===== config.mk =====
export PLATFORM = sky130hd
export DESIGN_NAME = redundant_link_reorder_dedup
export DESIGN_NICKNAME = d
export VERILOG_FILES = /design/src/rtl/rlrd_pkg.sv /design/src/rtl/redundant_link_reorder_dedup.sv /design/src/rtl/rlrd_store.sv /design/src/rtl/rlrd_ctrl.sv
export VERILOG_INCLUDE_DIRS = /design/src /design/src/rtl
export SDC_FILE = /design/constraint.sdc
export NUM_CORES = 2
export LEC_CHECK = 0
export ABC_CLOCK_PERIOD_IN_PS = 11700
export BUFFER_PORTS_ARGS = -buffer_cell sky130_fd_sc_hd__buf_2
export CORE_MARGIN = 8
export CORE_UTILIZATION = 45
export CTS_CLUSTER_DIAMETER = 200
export CTS_CLUSTER_SIZE = 40
export DETAILED_ROUTE_END_ITERATION = 12
export PLACE_DENSITY = 0.69
export RECOVER_POWER = 100
export SLEW_MARGIN = 20
export SYNTH_ARGS = -nofsm -noshare
export SYNTH_HDL_FRONTEND = slang
export SYNTH_SLANG_ARGS = --single-unit
export TNS_END_PERCENT = 30

===== constraint.sdc =====
create_clock -name i_clk -period 11.7 [get_ports i_clk]
set_clock_uncertainty 0.2 [all_clocks]
set_input_delay 3.51 -clock i_clk [delete_from_list [all_inputs] [get_ports i_clk]]
set_output_delay 3.51 -clock i_clk [all_outputs]
set_load 0.01 [all_outputs]

===== src/rtl/redundant_link_reorder_dedup_macros.svh =====
// ----------------------------------------------------------------------------
// Redundant link reorder/dedup assertion macros
// Shared concurrent assertion forms, clocked on i_clk, off while i_rst_n low.
// ----------------------------------------------------------------------------
`ifndef REDUNDANT_LINK_REORDER_DEDUP_MACROS_SVH
`define REDUNDANT_LINK_REORDER_DEDUP_MACROS_SVH

// same-cycle implication
`define RLRD_ASSERT_IMP(lbl, ante, cons, msg) \
    lbl: assert property (@(posedge i_clk) disable iff (!i_rst_n) (ante) |-> (cons)) \
        else $error(msg);

// next-cycle implication
`define RLRD_ASSERT_NXT(lbl, ante, cons, msg) \
    lbl: assert property (@(posedge i_clk) disable iff (!i_rst_n) (ante) |=> (cons)) \
        else $error(msg);

`endif


===== src/rtl/rlrd_pkg.sv =====
// ----------------------------------------------------------------------------
// Reorder/dedup package
// Sizes, status codes and interface structs shared by the reorder blocks.
// ----------------------------------------------------------------------------
`default_nettype none

package rlrd_pkg;

    localparam int DEFER_DEPTH   = 16;
    localparam int WINDOW_FACTOR = 10;

    localparam int SEQ_W  = 32;
    localparam int PAY_W  = 32;
    localparam int ST_W   = 4;
    localparam int CFG_W  = 5;
    localparam int SLOT_W = (DEFER_DEPTH > 1) ? $clog2(DEFER_DEPTH) : 1;
    localparam int CNT_W  = $clog2(DEFER_DEPTH + 1);
    localparam int WIN_W  = $clog2(DEFER_DEPTH * WINDOW_FACTOR + 1);

    localparam logic [CFG_W-1:0] CFG_RESET = CFG_W'(16);

    localparam logic [ST_W-1:0] ST_DELIVERED = 4'd0;
    localparam logic [ST_W-1:0] ST_DEFERRED  = 4'd1;
    localparam logic [ST_W-1:0] ST_BAD_CRC   = 4'd2;
    localparam logic [ST_W-1:0] ST_FIRST_NZ  = 4'd3;
    localparam logic [ST_W-1:0] ST_OLD       = 4'd4;
    localparam logic [ST_W-1:0] ST_DUP       = 4'd5;
    localparam logic [ST_W-1:0] ST_FULL      = 4'd6;
    localparam logic [ST_W-1:0] ST_BEYOND    = 4'd7;
    localparam logic [ST_W-1:0] ST_TIMEOUT   = 4'd8;

    typedef struct packed {
        logic              wr;
        logic [SLOT_W-1:0] widx;
        logic [SEQ_W-1:0]  seq;
        logic [PAY_W-1:0]  pay;
        logic              clr;
        logic [SLOT_W-1:0] cidx;
    } t_store_req;

    typedef struct packed {
        logic [CNT_W-1:0]  count;
        logic              free_vld;
        logic [SLOT_W-1:0] free_idx;
    } t_store_stat;

    function automatic logic [CNT_W-1:0] depth_clamp(input logic [CFG_W-1:0] c);
        logic [CNT_W-1:0] d;
        if (c == '0) begin
            d = CNT_W'(1);
        end else if (int'(c) > DEFER_DEPTH) begin
            d = CNT_W'(DEFER_DEPTH);
        end else begin
            d = CNT_W'(c);
        end
        return d;
    endfunction

    function automatic logic [WIN_W-1:0] window_of(input logic [CNT_W-1:0] d);
        return WIN_W'(int'(d) * WINDOW_FACTOR);
    endfunction

endpackage

`default_nettype wire


===== src/rtl/redundant_link_reorder_dedup.sv =====
// Classification rejects are decided in the check state, window rejects in the window state,
// defer and full at the end of the duplicate scan, duplicate as soon as that scan matches.
// Each delivered stored packet costs one comparator scan of the store;
// a final scan with no match closes the transaction. Timeout adds a min scan of every slot.
// One transaction at a time; busy is high from start until the last result strobes.
// Synchronous active-low reset empties the store, clears the expected sequence, depth = 16.
// ----------------------------------------------------------------------------
// Redundant link reorder and duplicate discard
// Merges packets from redundant links into one in-order stream with a
// defer store of out-of-order packets and a timeout flush.
// ----------------------------------------------------------------------------
`default_nettype none

module redundant_link_reorder_dedup (
    input  wire logic                          i_clk,
    input  wire logic                          i_rst_n,
    input  wire logic                          i_cfg_we,
    input  wire logic [rlrd_pkg::CFG_W-1:0]    i_cfg_data,
    input  wire logic                          start,
    output logic                               busy,
    input  wire logic                          i_command,
    input  wire logic                          i_checksum_ok,
    input  wire logic                          i_tx_started,
    input  wire logic [rlrd_pkg::SEQ_W-1:0]    i_seq_number,
    input  wire logic [rlrd_pkg::PAY_W-1:0]    i_payload_tag,
    output logic                               o_strobe,
    output logic [rlrd_pkg::ST_W-1:0]          o_status,
    output logic                               o_has_data,
    output logic [rlrd_pkg::SEQ_W-1:0]         o_out_seq,
    output logic [rlrd_pkg::PAY_W-1:0]         o_out_payload,
    output logic                               o_last
);

    logic [rlrd_pkg::CNT_W-1:0]  r_depth, n_depth;
    logic [rlrd_pkg::WIN_W-1:0]  r_window, n_window;

    rlrd_pkg::t_store_req        store_req;
    rlrd_pkg::t_store_stat       store_stat;
    logic [rlrd_pkg::SLOT_W-1:0] store_ridx;
    logic                        store_rd_valid;
    logic [rlrd_pkg::SEQ_W-1:0]  store_rd_seq;
    logic [rlrd_pkg::PAY_W-1:0]  store_rd_pay;

    always_comb begin
        n_depth  = r_depth;
        n_window = r_window;
        if (i_cfg_we) begin
            n_depth  = rlrd_pkg::depth_clamp(i_cfg_data);
            n_window = rlrd_pkg::window_of(rlrd_pkg::depth_clamp(i_cfg_data));
        end
    end

    always_ff @(posedge i_clk) begin
        if (!i_rst_n) begin
            r_depth  <= rlrd_pkg::depth_clamp(rlrd_pkg::CFG_RESET);
            r_window <= rlrd_pkg::window_of(rlrd_pkg::depth_clamp(rlrd_pkg::CFG_RESET));
        end else begin
            r_depth  <= n_depth;
            r_window <= n_window;
        end
    end

    rlrd_store u_store (
        .i_clk      (i_clk),
        .i_rst_n    (i_rst_n),
        .i_req      (store_req),
        .i_ridx     (store_ridx),
        .o_rd_valid (store_rd_valid),
        .o_rd_seq   (store_rd_seq),
        .o_rd_pay   (store_rd_pay),
        .o_stat     (store_stat)
    );

    rlrd_ctrl u_ctrl (
        .i_clk         (i_clk),
        .i_rst_n       (i_rst_n),
        .i_start       (start),
        .o_busy        (busy),
        .i_command     (i_command),
        .i_checksum_ok (i_checksum_ok),
        .i_tx_started  (i_tx_started),
        .i_seq_number  (i_seq_number),
        .i_payload_tag (i_payload_tag),
        .i_depth       (r_depth),
        .i_window      (r_window),
        .o_req         (store_req),
        .o_ridx        (store_ridx),
        .i_rd_valid    (store_rd_valid),
        .i_rd_seq      (store_rd_seq),
        .i_rd_pay      (store_rd_pay),
        .i_stat        (store_stat),
        .o_strobe      (o_strobe),
        .o_status      (o_status),
        .o_has_data    (o_has_data),
        .o_out_seq     (o_out_seq),
        .o_out_payload (o_out_payload),
        .o_last        (o_last)
    );

endmodule

`default_nettype wire


===== src/rtl/rlrd_store.sv =====
// ----------------------------------------------------------------------------
// Defer store
// Slot registers for sequence and payload with valid bits, one scan read
// port, occupancy count and lowest free slot.
// ----------------------------------------------------------------------------
`default_nettype none
`include "redundant_link_reorder_dedup_macros.svh"

module rlrd_store (
    input  wire logic                          i_clk,
    input  wire logic                          i_rst_n,
    input  wire rlrd_pkg::t_store_req          i_req,
    input  wire logic [rlrd_pkg::SLOT_W-1:0]   i_ridx,
    output logic                               o_rd_valid,
    output logic [rlrd_pkg::SEQ_W-1:0]         o_rd_seq,
    output logic [rlrd_pkg::PAY_W-1:0]         o_rd_pay,
    output rlrd_pkg::t_store_stat              o_stat
);

    logic [rlrd_pkg::DEFER_DEPTH-1:0] r_valid;
    logic [rlrd_pkg::DEFER_DEPTH-1:0] n_valid;
    logic [rlrd_pkg::SEQ_W-1:0]       r_seq [rlrd_pkg::DEFER_DEPTH];
    logic [rlrd_pkg::PAY_W-1:0]       r_pay [rlrd_pkg::DEFER_DEPTH];

    always_comb begin
        n_valid = r_valid;
        if (i_req.wr) begin
            n_valid[i_req.widx] = 1'b1;
        end
        if (i_req.clr) begin
            n_valid[i_req.cidx] = 1'b0;
        end
    end

    always_ff @(posedge i_clk) begin
        if (!i_rst_n) begin
            r_valid <= '0;
        end else begin
            r_valid <= n_valid;
        end
    end

    always_ff @(posedge i_clk) begin
        if (i_req.wr) begin
            r_seq[i_req.widx] <= i_req.seq;
            r_pay[i_req.widx] <= i_req.pay;
        end
    end

    assign o_rd_valid = r_valid[i_ridx];
    assign o_rd_seq   = r_seq[i_ridx];
    assign o_rd_pay   = r_pay[i_ridx];

    always_comb begin
        o_stat.count    = rlrd_pkg::CNT_W'($countones(r_valid));
        o_stat.free_vld = 1'b0;
        o_stat.free_idx = '0;
        for (int i = rlrd_pkg::DEFER_DEPTH - 1; i >= 0; i--) begin
            if (!r_valid[i]) begin
                o_stat.free_vld = 1'b1;
                o_stat.free_idx = rlrd_pkg::SLOT_W'(i);
            end
        end
    end

    `RLRD_ASSERT_IMP(a_wr_clr_excl, i_req.wr, !i_req.clr, "store write and clear together")
    `RLRD_ASSERT_IMP(a_wr_free, i_req.wr, !r_valid[i_req.widx], "store write into valid slot")
    `RLRD_ASSERT_IMP(a_clr_valid, i_req.clr, r_valid[i_req.cidx], "store clear of empty slot")

endmodule

`default_nettype wire


===== src/rtl/rlrd_ctrl.sv =====
// ----------------------------------------------------------------------------
// Reorder sequencer
// Classifies each transaction and drives a shared equal/less-than comparator pair over the
// defer store for duplicate, minimum and flush scans; registers results.
// ----------------------------------------------------------------------------
`default_nettype none
`include "redundant_link_reorder_dedup_macros.svh"

module rlrd_ctrl (
    input  wire logic                          i_clk,
    input  wire logic                          i_rst_n,
    input  wire logic                          i_start,
    output logic                               o_busy,
    input  wire logic                          i_command,
    input  wire logic                          i_checksum_ok,
    input  wire logic                          i_tx_started,
    input  wire logic [rlrd_pkg::SEQ_W-1:0]    i_seq_number,
    input  wire logic [rlrd_pkg::PAY_W-1:0]    i_payload_tag,
    input  wire logic [rlrd_pkg::CNT_W-1:0]    i_depth,
    input  wire logic [rlrd_pkg::WIN_W-1:0]    i_window,
    output rlrd_pkg::t_store_req               o_req,
    output logic [rlrd_pkg::SLOT_W-1:0]        o_ridx,
    input  wire logic                          i_rd_valid,
    input  wire logic [rlrd_pkg::SEQ_W-1:0]    i_rd_seq,
    input  wire logic [rlrd_pkg::PAY_W-1:0]    i_rd_pay,
    input  wire rlrd_pkg::t_store_stat         i_stat,
    output logic                               o_strobe,
    output logic [rlrd_pkg::ST_W-1:0]          o_status,
    output logic                               o_has_data,
    output logic [rlrd_pkg::SEQ_W-1:0]         o_out_seq,
    output logic [rlrd_pkg::PAY_W-1:0]         o_out_payload,
    output logic                               o_last
);

    localparam logic [2:0] S_IDLE    = 3'd0;
    localparam logic [2:0] S_CHECK   = 3'd1;
    localparam logic [2:0] S_WIN     = 3'd2;
    localparam logic [2:0] S_DUP     = 3'd3;
    localparam logic [2:0] S_MIN     = 3'd4;
    localparam logic [2:0] S_MIN_END = 3'd5;
    localparam logic [2:0] S_FLUSH   = 3'd6;

    localparam logic [rlrd_pkg::SLOT_W-1:0] LAST_IDX =
        rlrd_pkg::SLOT_W'(rlrd_pkg::DEFER_DEPTH - 1);

    logic [2:0]                    r_state, n_state;
    logic [rlrd_pkg::SLOT_W-1:0]   r_idx, n_idx;
    logic [rlrd_pkg::SEQ_W-1:0]    r_exp, n_exp;
    logic                          r_cmd, n_cmd;
    logic                          r_ck, n_ck;
    logic                          r_txs, n_txs;
    logic [rlrd_pkg::SEQ_W-1:0]    r_seq, n_seq;
    logic [rlrd_pkg::PAY_W-1:0]    r_pay, n_pay;
    logic                          r_found, n_found;
    logic [rlrd_pkg::SEQ_W-1:0]    r_best, n_best;
    logic [rlrd_pkg::ST_W-1:0]     r_fst, n_fst;
    logic                          r_pend_vld, n_pend_vld;
    logic [rlrd_pkg::SEQ_W-1:0]    r_pend_seq, n_pend_seq;
    logic [rlrd_pkg::PAY_W-1:0]    r_pend_pay, n_pend_pay;
    logic                          r_o_stb, n_o_stb;
    logic [rlrd_pkg::ST_W-1:0]     r_o_st, n_o_st;
    logic                          r_o_has, n_o_has;
    logic [rlrd_pkg::SEQ_W-1:0]    r_o_seq, n_o_seq;
    logic [rlrd_pkg::PAY_W-1:0]    r_o_pay, n_o_pay;
    logic                          r_o_last, n_o_last;

    logic [rlrd_pkg::SEQ_W-1:0]    cmp_key;
    logic                          cmp_eq;
    logic                          cmp_lt;
    logic [rlrd_pkg::SEQ_W:0]      win_limit;
    logic                          single_vld;
    logic [rlrd_pkg::ST_W-1:0]     single_st;

    always_comb begin
        if (r_state == S_MIN) begin
            cmp_key = r_best;
        end else if (r_state == S_DUP) begin
            cmp_key = r_seq;
        end else begin
            cmp_key = r_exp;
        end
        cmp_eq = (i_rd_seq == cmp_key);
        cmp_lt = (i_rd_seq < cmp_key);
    end

    assign win_limit = {1'b0, r_exp} + (rlrd_pkg::SEQ_W + 1)'(i_window);
    assign o_ridx    = r_idx;
    assign o_busy    = (r_state != S_IDLE);

    always_comb begin
        n_state    = r_state;
        n_idx      = r_idx;
        n_exp      = r_exp;
        n_cmd      = r_cmd;
        n_ck       = r_ck;
        n_txs      = r_txs;
        n_seq      = r_seq;
        n_pay      = r_pay;
        n_found    = r_found;
        n_best     = r_best;
        n_fst      = r_fst;
        n_pend_vld = r_pend_vld;
        n_pend_seq = r_pend_seq;
        n_pend_pay = r_pend_pay;
        n_o_stb    = 1'b0;
        n_o_st     = r_o_st;
        n_o_has    = r_o_has;
        n_o_seq    = r_o_seq;
        n_o_pay    = r_o_pay;
        n_o_last   = r_o_last;
        o_req      = '0;
        single_vld = 1'b0;
        single_st  = rlrd_pkg::ST_DELIVERED;

        unique case (r_state)
            S_IDLE: begin
                if (i_start) begin
                    n_cmd   = i_command;
                    n_ck    = i_checksum_ok;
                    n_txs   = i_tx_started;
                    n_seq   = i_seq_number;
                    n_pay   = i_payload_tag;
                    n_state = S_CHECK;
                end
            end
            S_CHECK: begin
                priority if (r_cmd) begin
                    n_idx   = '0;
                    n_found = 1'b0;
                    n_state = S_MIN;
                end else if (!r_ck) begin
                    single_vld = 1'b1;
                    single_st  = rlrd_pkg::ST_BAD_CRC;
                end else if (r_exp == '0 && !r_txs && r_seq != '0) begin
                    single_vld = 1'b1;
                    single_st  = rlrd_pkg::ST_FIRST_NZ;
                end else if (r_seq < r_exp) begin
                    single_vld = 1'b1;
                    single_st  = rlrd_pkg::ST_OLD;
                end else if (r_seq == r_exp) begin
                    n_pend_vld = 1'b1;
                    n_pend_seq = r_seq;
                    n_pend_pay = r_pay;
                    n_exp      = r_exp + 1'b1;
                    n_fst      = rlrd_pkg::ST_DELIVERED;
                    n_idx      = '0;
                    n_state    = S_FLUSH;
                end else begin
                    n_state = S_WIN;
                end
            end
            S_WIN: begin
                if ({1'b0, r_seq} > win_limit) begin
                    single_vld = 1'b1;
                    single_st  = rlrd_pkg::ST_BEYOND;
                end else begin
                    n_idx   = '0;
                    n_state = S_DUP;
                end
            end
            S_DUP: begin
                if (i_rd_valid && cmp_eq) begin
                    single_vld = 1'b1;
                    single_st  = rlrd_pkg::ST_DUP;
                end else if (r_idx == LAST_IDX) begin
                    single_vld = 1'b1;
                    if (i_stat.count >= i_depth || !i_stat.free_vld) begin
                        single_st = rlrd_pkg::ST_FULL;
                    end else begin
                        single_st  = rlrd_pkg::ST_DEFERRED;
                        o_req.wr   = 1'b1;
                        o_req.widx = i_stat.free_idx;
                        o_req.seq  = r_seq;
                        o_req.pay  = r_pay;
                    end
                end else begin
                    n_idx = r_idx + 1'b1;
                end
            end
            S_MIN: begin
                if (i_rd_valid && (!r_found || cmp_lt)) begin
                    n_best  = i_rd_seq;
                    n_found = 1'b1;
                end
                if (r_idx == LAST_IDX) begin
                    n_state = S_MIN_END;
                end else begin
                    n_idx = r_idx + 1'b1;
                end
            end
            S_MIN_END: begin
                if (!r_found) begin
                    single_vld = 1'b1;
                    single_st  = rlrd_pkg::ST_TIMEOUT;
                end else begin
                    n_exp      = r_best;
                    n_fst      = rlrd_pkg::ST_TIMEOUT;
                    n_pend_vld = 1'b0;
                    n_idx      = '0;
                    n_state    = S_FLUSH;
                end
            end
            S_FLUSH: begin
                if (i_rd_valid && cmp_eq) begin
                    // release the held result, hold the new one until the run ends
                    if (r_pend_vld) begin
                        n_o_stb  = 1'b1;
                        n_o_st   = r_fst;
                        n_o_has  = 1'b1;
                        n_o_seq  = r_pend_seq;
                        n_o_pay  = r_pend_pay;
                        n_o_last = 1'b0;
                    end
                    n_pend_vld = 1'b1;
                    n_pend_seq = i_rd_seq;
                    n_pend_pay = i_rd_pay;
                    o_req.clr  = 1'b1;
                    o_req.cidx = r_idx;
                    n_exp      = r_exp + 1'b1;
                    n_idx      = '0;
                end else if (r_idx == LAST_IDX) begin
                    n_o_stb    = 1'b1;
                    n_o_st     = r_fst;
                    n_o_has    = 1'b1;
                    n_o_seq    = r_pend_seq;
                    n_o_pay    = r_pend_pay;
                    n_o_last   = 1'b1;
                    n_pend_vld = 1'b0;
                    n_state    = S_IDLE;
                end else begin
                    n_idx = r_idx + 1'b1;
                end
            end
            default: begin
                n_state = S_IDLE;
            end
        endcase

        if (single_vld) begin
            n_o_stb  = 1'b1;
            n_o_st   = single_st;
            n_o_has  = 1'b0;
            n_o_seq  = '0;
            n_o_pay  = '0;
            n_o_last = 1'b1;
            n_state  = S_IDLE;
        end
    end

    always_ff @(posedge i_clk) begin
        if (!i_rst_n) begin
            r_state    <= S_IDLE;
            r_exp      <= '0;
            r_found    <= 1'b0;
            r_pend_vld <= 1'b0;
            r_o_stb    <= 1'b0;
        end else begin
            r_state    <= n_state;
            r_exp      <= n_exp;
            r_found    <= n_found;
            r_pend_vld <= n_pend_vld;
            r_o_stb    <= n_o_stb;
        end
    end

    always_ff @(posedge i_clk) begin
        r_idx      <= n_idx;
        r_cmd      <= n_cmd;
        r_ck       <= n_ck;
        r_txs      <= n_txs;
        r_seq      <= n_seq;
        r_pay      <= n_pay;
        r_best     <= n_best;
        r_fst      <= n_fst;
        r_pend_seq <= n_pend_seq;
        r_pend_pay <= n_pend_pay;
        r_o_st     <= n_o_st;
        r_o_has    <= n_o_has;
        r_o_seq    <= n_o_seq;
        r_o_pay    <= n_o_pay;
        r_o_last   <= n_o_last;
    end

    assign o_strobe      = r_o_stb;
    assign o_status      = r_o_st;
    assign o_has_data    = r_o_has;
    assign o_out_seq     = r_o_seq;
    assign o_out_payload = r_o_pay;
    assign o_last        = r_o_last;

    `RLRD_ASSERT_IMP(a_last_idle, o_strobe && o_last, r_state == S_IDLE, "last result while busy")
    `RLRD_ASSERT_IMP(a_nodata_zero, o_strobe && !o_has_data, o_out_seq == '0 && o_out_payload == '0, "dataless result carries data")
    `RLRD_ASSERT_NXT(a_gap_after_last, o_strobe && o_last, !o_strobe, "result right after last")

endmodule

`default_nettype wire


; ---- Word-level counts from Yosys, hierarchy flattened
; Memory sizes are Yosys's and may differ from the RTL's. A register that Yosys moved wholly into a read port is not among the register bits.
; Cells that the tools add are included.
[op_classes]
n_addsub = 18
multipliers = 1
order_cmp = 10
n_eq_ne = 31
n_mux = 138
bitwise = 5
reduce_logical = 36
[ops]
columns = op, count
row1 = 32-bit two-way mux, 27
row2 = 69-bit two-way mux, 4
row3 = 32-bit case mux with 2 select lines, 2
row4 = 5-bit two-way mux, 21
row5 = 4-bit two-way mux, 24
row6 = 32-bit case mux with 3 select lines, 1
row7 = 32-bit equality test, 2
row8 = 32-bit < comparator, 2
row9 = 3-bit two-way mux, 15
row10 = 5-bit adder, 7
row11 = 32-bit by 8-bit adder with 33-bit output, 1
row12 = 32-bit by 33-bit greater-than comparator with 1-bit output, 1
row13 = "32-bit by 1-bit adder with 32-bit output, second input constant", 1
row14 = 32-bit logical NOT, 1
row15 = 1-bit two-way mux, 32
row16 = 16-bit two-way mux, 2
row17 = 32-bit nonzero test, 1
row18 = 4-bit case mux with 6 select lines, 1
row19 = 8-bit AND reduction, 3
row20 = 3-bit case mux with 7 select lines, 1
row21 = "2-bit inequality test, second input constant", 9
row22 = 1-bit by 1-bit adder with 2-bit output, 8
row23 = 16-bit AND, 1
row24 = 16-bit NOT, 1
row25 = 35 further kinds, 71
[totals]
register_bits = 307
ramBits = 1024
elab_cells = 264
memories = 2
[memory_table]
columns = memory, depth, width, rd, rd_ports_with_merged_regs, write_ports, line_no
row1 = u_store.r_pay, 16, 32, 1, 1, 1, rlrd_store.sv:23  ; logic [rlrd_pkg::PAY_W-1:0] r_pay [rlrd_pkg::DEFER_DEPTH];
row2 = u_store.r_seq, 16, 32, 1, 1, 1, rlrd_store.sv:22  ; logic [rlrd_pkg::SEQ_W-1:0] r_seq [rlrd_pkg::DEFER_DEPTH];

; ---- Depth between registers and ports, before layout
[depth]
word_depth = 30
mapped_depth = 21

; ---- Cells and area by module
; A second synthesis with hierarchy kept.
[hier_totals]
cells_unflattened = 3241
hier_area_um2 = 55479.5
[by_module_without_submodules]
columns = module, n_inst, cells_each, area_per_inst_um2, seq_area_each_um2
row1 = rlrd_store, 1, 1702, 39555.4, 31069.8
row2 = rlrd_ctrl, 1, 1480, 15331.0, 7247.0
row3 = redundant_link_reorder_dedup, 1, 59, 593.1, 200.2

; ---- Worst setup path after synthesis
; No wires, ideal clock.
[synth_timing]
kind = register -> register
startpoint = register u_store.r_valid[15] (netlist bit)
endpoint = memory u_store.r_pay[7][0] (netlist bit), enable pin
setup_ns = 0.565
arrival_ns = 9.077
slack_ns = 1.858
path_stages_with_launch = 19
path_cell_list = dfxtp_1 > inv_1 > ha_1 > fa_1 > inv_1 > fa_1 > fa_1 > inv_1 > fa_1 > inv_1 > ha_1 > fa_1 > xor2_1 > ha_1 > o21ai_0 > o211ai_1 > nor2_8 > nand4_4 > nor3_1
[synth_between]
elab_chain_cells = 24
word_cells_on_any_way = 32
cone_classes = add/sub: 4 / order compare: 1 / mux: 24 / reduce/logical: 3
[synth_lines]
columns = element, line_no
row1 = "start, declared", rlrd_store.sv:20  ; logic [rlrd_pkg::DEFER_DEPTH-1:0] r_valid;
row2 = "start signal, assigned", rlrd_store.sv:39  ; r_valid <= n_valid;
row3 = branches (longest 20 deep; another with 5-bit adder), --
row4 = 69-bit two-way mux *, rlrd_ctrl.sv:162  ; if (i_rd_valid && cmp_eq) begin
row5 = 69-bit two-way mux *, rlrd_ctrl.sv:115  ; unique case (r_state)
row6 = 1-bit two-way mux, rlrd_store.sv:44  ; if (i_req.wr) begin
row7 = 1-bit two-way mux (implied by the code), rlrd_store.sv:46  ; r_pay[i_req.widx] <= i_req.pay;
row8 = "end, declared", rlrd_store.sv:23
; Mark *: on every way between the ends. The select of a mux whose other input is x is not followed.

==> results.toml <==
[setup_path]
crit_type = "register to register"
required_ns = 11.80
cp_max_fo = 48
cp_top_family = "buffers and inverters"
cp-start-kind = "register"
worst-r2r-setup-slack_ns = 1.93
cp-end-kind = "register"
critPathMaxStageDelay_ns = 1.84
reg2reg_depth = 14
cp_slowest_cell = "clkbuf_1"
worstPathArrival_ns = 9.87
crit_chain = "clkbuf_1 -> mux4_2 -> mux4_2 -> ha_1 -> nand4_1 -> nor4bb_1 -> nand4_4 -> inv_1 -> nor2_8 -> buf_4 -> nand2_1 -> nor2_1 -> nor2_1 -> buf_4"
r2r_end = "u_store.r_seq[2][16]$_DFFE_PP_"
critPathBufInv = 4

[sta]
rsz0062_at_grt = "false"
drv_slew = 859
slew_headroom_pct = -152
timing.setup.tns_ns = 0
fmax_mhz = 102
post-route-period-util_pct = 83.5
finalWorstSetupSlack_ns = 1.93
period_needed_ns = 9.77
setup_viol = 0
tightest_slew_ns = 3.78
hold_violations = 0
fin_hold_ws_ns = 0.265

[logic_synthesis]
synth_top_area_share_pct = 64.7
yosys-top-cells-count = "1196 x edfxtp_1, 455 x nand2_1, 325 x mux4_2, 214 x a21oi_1, 134 x dfxtp_1"
yosys.area.top_type = "edfxtp_1"
syn-instance-count = 3316
synth_seq_cells = 1330
yosysMostFrequentCell = "edfxtp_1"
yosys_warnings = 0
yosys.cell_types.count = 78
synth-async-reset-ratio_pct = 0
syn-cell-area_um2 = 55500
synth_fp_nets = 3534
synth_top_flop_cell = "edfxtp_1"
synth-edff-count = 1196
avgSynthCellArea_um2 = 16.7
synthTopCellsByArea = "edfxtp_1 65%, mux4_2 13%, dfxtp_1 4.8%"
ys_seq_area_share_pct = 69.6

[clock_tree]
cts_hold_buffers = 0
cts_resized = 0
cts-buffers-inserted = 39
clk_pin_slew_worst_paths_ns = 0.15
tritoncts = "done"
htreeDepth = 2
clock_path_buffers = 3
post_cts_buffers = 0
clk_latency_ns = 0.69
root_buffer = "clkbuf_16"
clock_sinks = 1330

[pwr]
power.total_w = 0.0101
power_density_nw_per_um2 = 172
p_leak_nw = 19.5
peakVddDrop_mv = 0.154

[place]
gp_congestion = 0.903
io_buffers = 147
dp.cells = 4981
dpl_worst_slack_ns = 3.39
hpwl_mm = 82.3

[drt]
route.detailed.drc = 0
wirelength_mm = 135
wire_per_inst_um = 26.8
dr_total_vias = 30300
dr.pass1.iters = 6
drtAntennaViolNets = 0
first_iter_violations = 3466
vias_per_cell = 5.98

[min_path]
hp-class = "register to register"
worstHoldPathCells = 2
hold_end = "u_ctrl.o_out_payload[21]$_SDFFE_PP0P_"
hold_path.startpoint = "u_ctrl.o_out_payload[21]$_SDFFE_PP0P_"

[global_routing]
grt_pass1_wl_mm = 200
antenna_found_initial = 6
grt_use_total_pct = 19.5
gr-total-overflow = 0
first_global_vias = 29900
grt_max_degree = 118

[final_layout]
nNetsFinal = 3605
reg_top3 = "u_store.r_pay x512, u_store.r_seq x512"
instances_no_fill = 5056
register_area_um2 = 38600
drive_gt1_share_pct = 15.1
fillers = 10200
multi_input_area_um2 = 15900
area_growth_pct = 6.60

[floorplan]
core_um2 = 123000
rows = 129
start_util_pct = 45.1
dieArea_um2 = 135000
pin_count = 148
die_width_um = 367
die_height_um = 367

[run_status]
violations = "capacitance limit, slew limit"
outcome = "finished with violations"

[flow_run]
max-cap-violations = 27
-- cell families (layout without fill, tap and decap cells) --
| group | count (synthesis) | count (layout) | synth area share [%] |
|---|---|---|---|
| other | 1 | 3 | 0.00676 |
| adders and majority gates | 142 | 142 | 3.38 |
| xor gates and xnor gates | 32 | 32 | 0.505 |
| DFF | 1330 | 1330 | 69.6 |
| and+or+nand+nor | 801 | 801 | 6.69 |
| AOI/OAI and AO/OA | 409 | 409 | 4.60 |
| muxes | 336 | 336 | 13.4 |
| buffers and inverters | 265 | 366 | 1.86 |
-- worst max path at each step --
stage                                         from                         endpoint  slack [ns]  depth (start not counted)
floorplan           u_store.r_valid[15]$_SDFF_PN0_    u_store.r_pay[7][0]$_DFFE_PP_        1.86                         18
global placement    u_store.r_valid[14]$_SDFF_PN0_  u_store.r_seq[13][11]$_DFFE_PP_        3.33                         20
detailed placement  u_store.r_valid[14]$_SDFF_PN0_    u_store.r_seq[9][8]$_DFFE_PP_        3.39                         21
CTS                 u_store.r_valid[14]$_SDFF_PN0_  u_store.r_seq[14][31]$_DFFE_PP_        3.33                         20
global route                              register   u_store.r_seq[10][1]$_DFFE_PP_        1.54                         14
finish                                    register   u_store.r_seq[2][16]$_DFFE_PP_        1.93                         14
-- cell usage in the layout (no fill, tap or decap), types with 5 or more instances in the layout --
cell type | Yosys | layout
nor3_1 | 34 | 33
o32ai_1 | 11 | 11
nor2_1 | 85 | 82
mux2i_1 | 7 | 7
o21ai_0 | 34 | 34
o221a_2 | 12 | 12
buf_2 | 25 | 70
nand2_1 | 455 | 455
o31ai_1 | 15 | 15
mux4_2 | 325 | 325
inv_1 | 83 | 84
nor2b_1 | 9 | 9
and4_1 | 5 | 5
buf_4 | 2 | 34
clkbuf_1 | 125 | 129
and2_0 | 0 | 64
nand2b_1 | 9 | 9
dfxtp_1 | 134 | 131
ha_1 | 129 | 129
nor4_1 | 32 | 32
a211oi_1 | 10 | 11
clkbuf_16 | 0 | 40
nand3_1 | 28 | 28
a21boi_0 | 6 | 6
a31oi_1 | 15 | 15
a21oi_1 | 214 | 214
o211ai_1 | 16 | 16
and3_1 | 11 | 10
a21o_1 | 25 | 24
xnor2_1 | 28 | 28
nand4_1 | 37 | 38
o21a_1 | 7 | 7
edfxtp_1 | 1196 | 1196
fa_1 | 13 | 13
-- stage by stage --
step	utilization, %	cell area (um2)
3_3_place_gp	47.4	58300
6_report	48.1	59200
4_1_cts	48.4	59500
3_5_place_dp	47.4	58300
2_1_floorplan	-	55500
5_1_grt	48.1	59100
-- final cells by class --
cell class | count | share of cell area [%]
Sequential cell | 1330 | 65.3
Antenna cell | 2 | 0.00846
Tap cell | 1637 | 3.46
Timing Repair Buffer | 211 | 1.81
Inverter | 84 | 0.533
Clock inverter | 4 | 0.144
Clock buffer | 67 | 1.86
Multi-Input combinational cell | 1721 | 26.9
-- layer usage --
metal  global-route usage [%]  share of wire (%)  vias up
li1                         -                  -    13100
met1                     28.3                 42    15800
met2                     31.6                 47     1297
met3                     2.95                8.2      140
met4                     3.74                2.0        0
met5                        0                  0        -
-- tightest hold or removal path: cells and delay by family, from the launching register on --
kind | cells | cell delay [ns]
flops | 1 | 0.33
simple gates | 1 | 0.05
compound gates | 1 | 0.05
-- report_power, final --
group          internal, W  switching, W
Sequential         0.00527      0.000269
Clock             0.000674       0.00135
Combinational      0.00117       0.00141
(Power assumes the default switching activity.)
